[src/rtl/cbm_pkg.sv]
`timescale 1ns / 1ps
// shared types and constants of the command tokenizer and bracket matcher
// no dependencies

package cbm_pkg;

  localparam int unsigned INDEX_BITS = 16;
  localparam int unsigned POS_W      = 16;

  localparam int unsigned APB_AW = 3;
  localparam int unsigned APB_DW = 32;

  // register word index (paddr[2])
  localparam logic [0:0] REG_DEBUG     = 1'b0;
  localparam logic [0:0] REG_EXTENSION = 1'b1;

  localparam logic [7:0] CH_PLUS   = 8'h2B;
  localparam logic [7:0] CH_MINUS  = 8'h2D;
  localparam logic [7:0] CH_LT     = 8'h3C;
  localparam logic [7:0] CH_GT     = 8'h3E;
  localparam logic [7:0] CH_LBRACK = 8'h5B;
  localparam logic [7:0] CH_RBRACK = 8'h5D;
  localparam logic [7:0] CH_DOT    = 8'h2E;
  localparam logic [7:0] CH_COMMA  = 8'h2C;
  localparam logic [7:0] CH_SEMI   = 8'h3B;
  localparam logic [7:0] CH_LBRACE = 8'h7B;
  localparam logic [7:0] CH_RBRACE = 8'h7D;
  localparam logic [7:0] CH_HASH   = 8'h23;
  localparam logic [7:0] CH_PCT    = 8'h25;
  localparam logic [7:0] CH_PIPE   = 8'h7C;

  typedef enum logic [3:0] {
    OP_ADD       = 4'd0,
    OP_SUB       = 4'd1,
    OP_LEFT      = 4'd2,
    OP_RIGHT     = 4'd3,
    OP_LOOP      = 4'd4,
    OP_ENDLOOP   = 4'd5,
    OP_PRINT     = 4'd6,
    OP_SCAN      = 4'd7,
    OP_BREAK     = 4'd8,
    OP_NEWTHREAD = 4'd9,
    OP_ENDTHREAD = 4'd10,
    OP_LOCK      = 4'd11,
    OP_UNLOCK    = 4'd12,
    OP_SLEEP     = 4'd13,
    OP_END       = 4'd14
  } opcode_e;

  typedef enum logic [2:0] {
    ST_OK       = 3'd0,
    ST_EMPTY    = 3'd1,
    ST_MISMATCH = 3'd2,
    ST_UNCLOSED = 3'd3,
    ST_DEEP     = 3'd4,
    ST_LONG     = 3'd5
  } status_e;

  typedef struct packed {
    logic [7:0]       source_char;
    logic [POS_W-1:0] line_number;
    logic [POS_W-1:0] column_number;
    logic             is_end;
  } in_item_t;

  typedef struct packed {
    opcode_e               opcode;
    logic [INDEX_BITS-1:0] token_index;
    logic [POS_W-1:0]      token_line;
    logic [POS_W-1:0]      token_column;
    logic [INDEX_BITS-1:0] partner_index;
    logic                  has_partner;
    status_e               status;
    logic [INDEX_BITS-1:0] error_index;
  } out_item_t;

  typedef struct packed {
    logic                  thread;
    logic [INDEX_BITS-1:0] idx;
  } stk_entry_t;

endpackage

[src/rtl/cbm_ram.sv]
`timescale 1ns / 1ps
// generic single-write, single-read ram with registered read data
// no dependencies

module cbm_ram #(
  parameter int unsigned WIDTH = 17,
  parameter int unsigned DEPTH = 256
) (
  input  logic                     clk_i,
  input  logic                     we_i,
  input  logic [$clog2(DEPTH)-1:0] waddr_i,
  input  logic [WIDTH-1:0]         wdata_i,
  input  logic [$clog2(DEPTH)-1:0] raddr_i,
  output logic [WIDTH-1:0]         rdata_o
);

  logic [WIDTH-1:0] mem_q [DEPTH];

  always_ff @(posedge clk_i) begin
    if (we_i) begin
      mem_q[waddr_i] <= wdata_i;
    end
    rdata_o <= mem_q[raddr_i];
  end

endmodule

[src/rtl/command_tokenizer_bracket_matcher_top.sv]
`timescale 1ns / 1ps
// top level of the command tokenizer and bracket matcher
// depends on cbm_pkg and cbm_ram

// Takes one source character per cycle while the output buffer has room and
// returns at most one token per request; with the output buffer empty the token
// is offered the cycle after acceptance. The top of the opener stack sits in a
// register; the entries below it live in a STACK_DEPTH-entry ram whose read
// address always points just below the top, so a push or pop completes without
// a wait, with a write forward register covering the ram's registered read. A
// two-entry output buffer lets a request be taken while a token waits. The stack
// needs no clearing pass after reset or after the end request. Configuration
// registers: debug enable (semicolon as break) at 0x0, extension enable at 0x4.
module command_tokenizer_bracket_matcher_top #(
  parameter int unsigned STACK_DEPTH = 256
) (
  input  logic                         clk_i,
  input  logic                         rst_ni,
  input  logic                         in_valid_i,
  output logic                         in_ready_o,
  input  cbm_pkg::in_item_t            in_data_i,
  output logic                         out_valid_o,
  input  logic                         out_ready_i,
  output cbm_pkg::out_item_t           out_data_o,
  input  logic                         psel,
  input  logic                         penable,
  input  logic                         pwrite,
  input  logic [cbm_pkg::APB_AW-1:0]   paddr,
  input  logic [cbm_pkg::APB_DW-1:0]   pwdata,
  output logic [cbm_pkg::APB_DW-1:0]   prdata,
  output logic                         pready
);

  import cbm_pkg::*;

  localparam int unsigned AW  = $clog2(STACK_DEPTH);
  localparam int unsigned SPW = $clog2(STACK_DEPTH + 1);

  // configuration
  logic       debug_q, ext_q;
  logic       cfg_we;
  logic [0:0] cfg_sel;

  assign pready  = 1'b1;
  assign cfg_we  = psel & penable & pwrite & pready;
  assign cfg_sel = paddr[APB_AW-1:2];

  always_comb begin
    prdata = '0;
    case (cfg_sel)
      REG_DEBUG:     prdata = APB_DW'(debug_q);
      REG_EXTENSION: prdata = APB_DW'(ext_q);
      default:       prdata = '0;
    endcase
  end

  always_ff @(posedge clk_i or negedge rst_ni) begin
    if (!rst_ni) begin
      debug_q <= 1'b0;
      ext_q   <= 1'b0;
    end else if (cfg_we) begin
      case (cfg_sel)
        REG_DEBUG:     debug_q <= pwdata[0];
        REG_EXTENSION: ext_q   <= pwdata[0];
        default:       debug_q <= debug_q;
      endcase
    end
  end

  // decode
  logic    op_vld;
  opcode_e op;

  always_comb begin
    op_vld = 1'b1;
    op     = OP_ADD;
    case (in_data_i.source_char)
      CH_PLUS:   op = OP_ADD;
      CH_MINUS:  op = OP_SUB;
      CH_LT:     op = OP_LEFT;
      CH_GT:     op = OP_RIGHT;
      CH_LBRACK: op = OP_LOOP;
      CH_RBRACK: op = OP_ENDLOOP;
      CH_DOT:    op = OP_PRINT;
      CH_COMMA:  op = OP_SCAN;
      CH_SEMI: begin
        op     = OP_BREAK;
        op_vld = debug_q;
      end
      CH_LBRACE: begin
        op     = OP_NEWTHREAD;
        op_vld = ext_q;
      end
      CH_RBRACE: begin
        op     = OP_ENDTHREAD;
        op_vld = ext_q;
      end
      CH_HASH: begin
        op     = OP_LOCK;
        op_vld = ext_q;
      end
      CH_PCT: begin
        op     = OP_UNLOCK;
        op_vld = ext_q;
      end
      CH_PIPE: begin
        op     = OP_SLEEP;
        op_vld = ext_q;
      end
      default: op_vld = 1'b0;
    endcase
  end

  // stack and counters
  logic [SPW-1:0]        sp_q, sp_d;
  logic [INDEX_BITS:0]   cnt_q, cnt_d;
  status_e               err_q, err_d;
  logic [INDEX_BITS-1:0] epos_q, epos_d;
  stk_entry_t            tos_q, tos_d;
  stk_entry_t            wfwd_q;
  logic                  bypass_q;
  stk_entry_t            ram_rdata, below;
  logic                  ram_we;
  logic [AW-1:0]         ram_waddr, ram_raddr;
  logic                  in_acc, emit;
  logic                  is_opener, is_closer;
  out_item_t             res;

  assign in_acc    = in_valid_i && in_ready_o;
  assign is_opener = (op == OP_LOOP) || (op == OP_NEWTHREAD);
  assign is_closer = (op == OP_ENDLOOP) || (op == OP_ENDTHREAD);
  assign below     = bypass_q ? wfwd_q : ram_rdata;
  assign ram_waddr = AW'(sp_q - SPW'(1));
  assign ram_raddr = AW'(sp_d - SPW'(2));

  always_comb begin
    sp_d   = sp_q;
    cnt_d  = cnt_q;
    err_d  = err_q;
    epos_d = epos_q;
    tos_d  = tos_q;
    ram_we = 1'b0;
    emit   = 1'b0;

    res.opcode        = op;
    res.token_index   = cnt_q[INDEX_BITS-1:0];
    res.token_line    = in_data_i.line_number;
    res.token_column  = in_data_i.column_number;
    res.partner_index = '0;
    res.has_partner   = 1'b0;
    res.status        = ST_OK;
    res.error_index   = '0;

    if (in_acc) begin
      if (in_data_i.is_end) begin
        emit       = 1'b1;
        res.opcode = OP_END;
        if (err_q != ST_OK) begin
          res.status      = err_q;
          res.error_index = epos_q;
        end else if (sp_q != '0) begin
          res.status      = ST_UNCLOSED;
          res.error_index = tos_q.idx;
        end
        sp_d   = '0;
        cnt_d  = '0;
        err_d  = ST_OK;
        epos_d = '0;
      end else if (err_q == ST_OK && op_vld) begin
        emit = 1'b1;
        if (cnt_q[INDEX_BITS]) begin
          res.token_index = '1;
          res.status      = ST_LONG;
        end else begin
          if (is_opener) begin
            if (sp_q == SPW'(STACK_DEPTH)) begin
              res.status = ST_DEEP;
            end else begin
              ram_we       = (sp_q != '0);
              tos_d.thread = (op == OP_NEWTHREAD);
              tos_d.idx    = cnt_q[INDEX_BITS-1:0];
              sp_d         = sp_q + SPW'(1);
            end
          end else if (is_closer) begin
            if (sp_q == '0) begin
              res.status = ST_EMPTY;
            end else if (tos_q.thread != (op == OP_ENDTHREAD)) begin
              res.status = ST_MISMATCH;
            end else begin
              res.partner_index = tos_q.idx;
              res.has_partner   = 1'b1;
              tos_d             = below;
              sp_d              = sp_q - SPW'(1);
            end
          end
          cnt_d = cnt_q + (INDEX_BITS + 1)'(1);
        end
        if (res.status != ST_OK) begin
          err_d           = res.status;
          epos_d          = res.token_index;
          res.error_index = res.token_index;
        end
      end
    end
  end

  cbm_ram #(
    .WIDTH ($bits(stk_entry_t)),
    .DEPTH (STACK_DEPTH)
  ) u_stack (
    .clk_i   (clk_i),
    .we_i    (ram_we),
    .waddr_i (ram_waddr),
    .wdata_i (tos_q),
    .raddr_i (ram_raddr),
    .rdata_o (ram_rdata)
  );

  always_ff @(posedge clk_i or negedge rst_ni) begin
    if (!rst_ni) begin
      sp_q     <= '0;
      cnt_q    <= '0;
      err_q    <= ST_OK;
      epos_q   <= '0;
      bypass_q <= 1'b0;
    end else begin
      sp_q     <= sp_d;
      cnt_q    <= cnt_d;
      err_q    <= err_d;
      epos_q   <= epos_d;
      bypass_q <= ram_we;
    end
  end

  // write forward: the pushed entry is the one read back next cycle
  always_ff @(posedge clk_i) begin
    tos_q <= tos_d;
    if (ram_we) begin
      wfwd_q <= tos_q;
    end
  end

  // two-entry output buffer
  out_item_t  slot_q [2];
  logic       wr_q, rd_q;
  logic [1:0] fcnt_q;
  logic       pop;

  assign in_ready_o  = (fcnt_q != 2'd2);
  assign out_valid_o = (fcnt_q != 2'd0);
  assign out_data_o  = slot_q[rd_q];
  assign pop         = out_valid_o && out_ready_i;

  always_ff @(posedge clk_i or negedge rst_ni) begin
    if (!rst_ni) begin
      wr_q   <= 1'b0;
      rd_q   <= 1'b0;
      fcnt_q <= 2'd0;
    end else begin
      wr_q   <= wr_q ^ emit;
      rd_q   <= rd_q ^ pop;
      fcnt_q <= fcnt_q + 2'(emit) - 2'(pop);
    end
  end

  always_ff @(posedge clk_i) begin
    if (emit) begin
      slot_q[wr_q] <= res;
    end
  end

  a_end_clears : assert property (@(posedge clk_i) disable iff (!rst_ni)
    in_acc && in_data_i.is_end |=> sp_q == '0 && cnt_q == '0 && err_q == ST_OK)
    else $error("state not cleared after end request");

  a_error_freezes : assert property (@(posedge clk_i) disable iff (!rst_ni)
    err_q != ST_OK && !(in_acc && in_data_i.is_end) |=> $stable(sp_q) && $stable(cnt_q))
    else $error("stack or count moved after an error");

  a_partner_on_closer : assert property (@(posedge clk_i) disable iff (!rst_ni)
    out_valid_o && out_data_o.has_partner |->
      (out_data_o.opcode == OP_ENDLOOP || out_data_o.opcode == OP_ENDTHREAD) &&
      out_data_o.status == ST_OK)
    else $error("partner reported on a token that is not a matched closer");

endmodule
[config.mk]
export PLATFORM = sky130hd
export DESIGN_NAME = command_tokenizer_bracket_matcher_top
export DESIGN_NICKNAME = d
export VERILOG_FILES = /design/src/rtl/cbm_pkg.sv /design/src/rtl/cbm_ram.sv /design/src/rtl/command_tokenizer_bracket_matcher_top.sv
export SDC_FILE = /design/constraint.sdc
export NUM_CORES = 2
export LEC_CHECK = 0
export BUFFER_PORTS_ARGS = -buffer_cell sky130_fd_sc_hd__clkbuf_2
export CAP_MARGIN = 20
export CORE_MARGIN = 2
export CORE_UTILIZATION = 39
export CTS_BUF_LIST = sky130_fd_sc_hd__clkbuf_16
export DETAILED_ROUTE_END_ITERATION = 8
export PLACE_DENSITY_LB_ADDON = 0.15
export SLEW_MARGIN = 25
export SYNTH_ARGS = -nofsm -noshare
export SYNTH_HDL_FRONTEND = slang
export SYNTH_MEMORY_MAX_BITS = 65536
export SYNTH_SLANG_ARGS = --single-unit
[constraint.sdc]
create_clock -name clk_i -period 9.45 [get_ports clk_i]
set_input_delay 0.4725 -clock clk_i [delete_from_list [all_inputs] [get_ports clk_i]]
set_output_delay 0.4725 -clock clk_i [all_outputs]
set_load 0.01 [all_outputs]
==> results.json <==
{
  "wirelength_mm": 552,
  "slew_headroom_pct": 17.3,
  "initial_core_util_pct": 39.2,
  "worstPathRequired_ps": 10360,
  "seqCellArea_sq_mm": 0.139,
  "area_delta_synth_final_pct": 13.5,
  "crit_fanout": 43,
  "multi_input_area_sq_mm": 0.0420,
  "grtUsageTotal_pct": 22.3,
  "cp-end-kind": "register",
  "gr-usage-met1_pct": 31.9,
  "port_buffers": 140,
  "final_antenna_net_count": 0,
  "seq_area_frac_synth_pct": 75.2,
  "clkLatencyLatePin_ps": 1080,
  "worst_pin_slew_ps": 1240,
  "drt_iter0_markers": 13103,
  "cts_tree": "yes",
  "design.core.area_sq_mm": 0.471,
  "grt_first_pass_wirelength_mm": 787,
  "hold_violations": 0,
  "drc": 0,
  "arrival_ps": 8390,
  "dp.cells": 18808,
  "timing.final.crit_share_pct": 79.2,
  "vias_per_cell": 5.73,
  "cts_max_path_buffers": 4,
  "vias": 113081,
  "skew_ps": 99.9,
  "worst_r2r_path_depth": 18,
  "grt_util_met3_pct": 3.47,
  "netlist_instances": 12880,
  "worstSetupPathType": "register to register",
  "die_h_microns": 692,
  "crit_path_start_kind": "register",
  "htree_num_levels": 5,
  "finalSetupViolCount": 0,
  "fillers": 41563,
  "cts.clk_slew.worst_paths_ps": 60,
  "die-area_sq_mm": 0.478,
  "antenna_found_initial": 31,
  "status": "finished, final reports clean",
  "cts_sinks": 4631,
  "wl_per_cell_microns": 28.0,
  "synth.area.top_cells": "edfxtp_1 (74%), nand2_1 (5.7%), and3_1 (2.1%)",
  "netlist.top_cell.by_area": "edfxtp_1",
  "netlist.area_leader.share_pct": 74.3,
  "mostFrequentLayoutCell": "edfxtp_1",
  "fmax_mhz": 134,
  "leakagePower_nw": 70.1,
  "mostFrequentLayoutCells": "edfxtp_1 (4562), nand2_1 (2812), and3_1 (623)",
  "async_flop_share_pct": 1.12,
  "grt_overflow": 0,
  "power_density_mw_per_mm2": 211,
  "grt_pass1_vias": 107974,
  "grt_max_degree": 182,
  "place.gp.congestion": 0.852,
  "min_period_ps": 7490,
  "busiest_layer": "met2",
  "synth_area_sq_mm": 0.184,
  "hp-class": "primary input to register",
  "cts_buffers": 478,
  "ys_ff_latch": 4631,
  "nets": 13201,
  "rsz0062_at_grt": "false",
  "ios": 206,
  "instances_no_fill": 19738,
  "met2_usage_pct": 35.1,
  "syn_avg_cell_area_sq_um": 14.3,
  "finalSetupTns_ps": 0,
  "cts-root-buf": "clkbuf_16",
  "dieWidth_microns": 692,
  "drt_pass1_iterations": 6,
  "peakVddDrop_uv": 158,
  "whs_path_depth": 4,
  "synth_edf_count": 4562,
  "synth.distinct_cells": 82,
  "yosys_warnings": 0,
  "drive_above_1_share_pct": 12.0,
  "placementRows": 252,
  "drv_cap": 0,
  "slew_viol_final": 0,
  "place_hpwl_mm": 315,
  "ys.flop_type": "edfxtp_1"
}
[per-layer routing]
metal  vias to the layer above  routed length [microns]
met5                         -                       86
met4                         6                    18100
met3                       762                    41100
met2                      4262                   254000
met1                     58352                   239000
li1                      49699                        -
[state kept, by name, indices dropped and copies added (netlist names)]
name and count:
bypass_q 1, cnt_q 17, debug_q 1, epos_q 16, err_q 3, ext_q 1, fcnt_q 2, rd_q 1
slot_q 176, sp_q 9, tos_q 17, u_stack.mem_q 4352, u_stack.rdata_o 17, wfwd_q 17, wr_q 1
[report_power, final]
group / switching (mW) / internal, mW / total (mW)
Clock: 7.97 / 10.2 / 18.2
Sequential: 0.177 / 22.4 / 22.6
Combinational: 2.39 / 0.976 / 3.37
[what timing repair did]
item,4_1_cts,5_1_grt
gates resized for setup,0,0
buffers inserted,0,0
hold buffers,40,0
endpoints found under the hold margin,126,0
[worst max-delay path, cell delays in order, from the launching register on]
cell and delay [ps]:
dfrtp_1 500, inv_1 170, ha_1 460, nor4b_1 360, nand2_1 380, a31oi_1 500, o311ai_4 210, nand2_8 430
inv_8 160, ha_4 250, inv_1 170, nor3_2 110, xnor2_1 670, nand2b_2 900, buf_4 340, a21oi_1 130
or3_1 500, nor3_1 890, nor4_1 130
[cell usage after synthesis (all sizes together), types with 118 or more instances]
master and n:
mux2i 237, a211oi 295, nand2 2816, a21oi 581, nand3 297, clkbuf 462, nor2 334, a31oi 440
a22oi 421, edfxtp 4562, buf 519, a311oi 269, o21ai 118, and3 623
[area by class of cell]
| type | count | area share [%] |
|---|---|---|
| inverter | 18 | 0.0401 |
| antenna | 14 | 0.0167 |
| timing repair buffer | 697 | 2.69 |
| sequential | 4631 | 66.2 |
| multi-input combinational | 7280 | 20.1 |
| clock buffer | 484 | 5.79 |
| clock inverter | 391 | 1.42 |
| tap | 6223 | 3.72 |
[per-stage QoR]
stage	instance area [sq um]	total power [mW]	utilization (%)	setup WS [ps]	hold slack [ps]
after floorplan	185000	24.6	-	1530	177
after global placement	193000	26.3	41.1	2030	460
after detailed placement	194000	26.3	41.1	2160	474
after CTS	209000	44.4	44.4	2150	1.41
after global routing	209000	45.4	44.4	1680	105
final	209000	44.2	44.4	1960	91.7
[worst paths after layout]
path	startpoint	end	slack [ps]
worst max-delay path	sp_q[1]	u_stack.rdata_o[13]	1960
min in group asynchronous	rst_ni	wr_q	120
max in group asynchronous	rst_ni	rd_q	8690
worst max register to register	sp_q[1]	u_stack.rdata_o[13]	1960
worst min register to register	fcnt_q[1]	fcnt_q[1]	480
worst min-delay path	in_data_i[40]	tos_q[16]	90
[kinds of logic (layout without fill, tap and decap cells)]
kind of cell             Yosys count  count (layout)  synth area share (%)
buffers and inverters            999            1590                  2.47
multiplexers                     417             417                  2.93
AND/OR/NAND/NOR                 4371            4371                  10.3
XOR/XNOR                          33              33                 0.165
AO/OA/AOI/OAI                   2415            2415                  8.87
other                              2              46               0.00407
adder cells (fa/ha/maj)           12              12                0.0814
flip-flops                      4631            4631                  75.2
(Power assumes the default switching activity.)
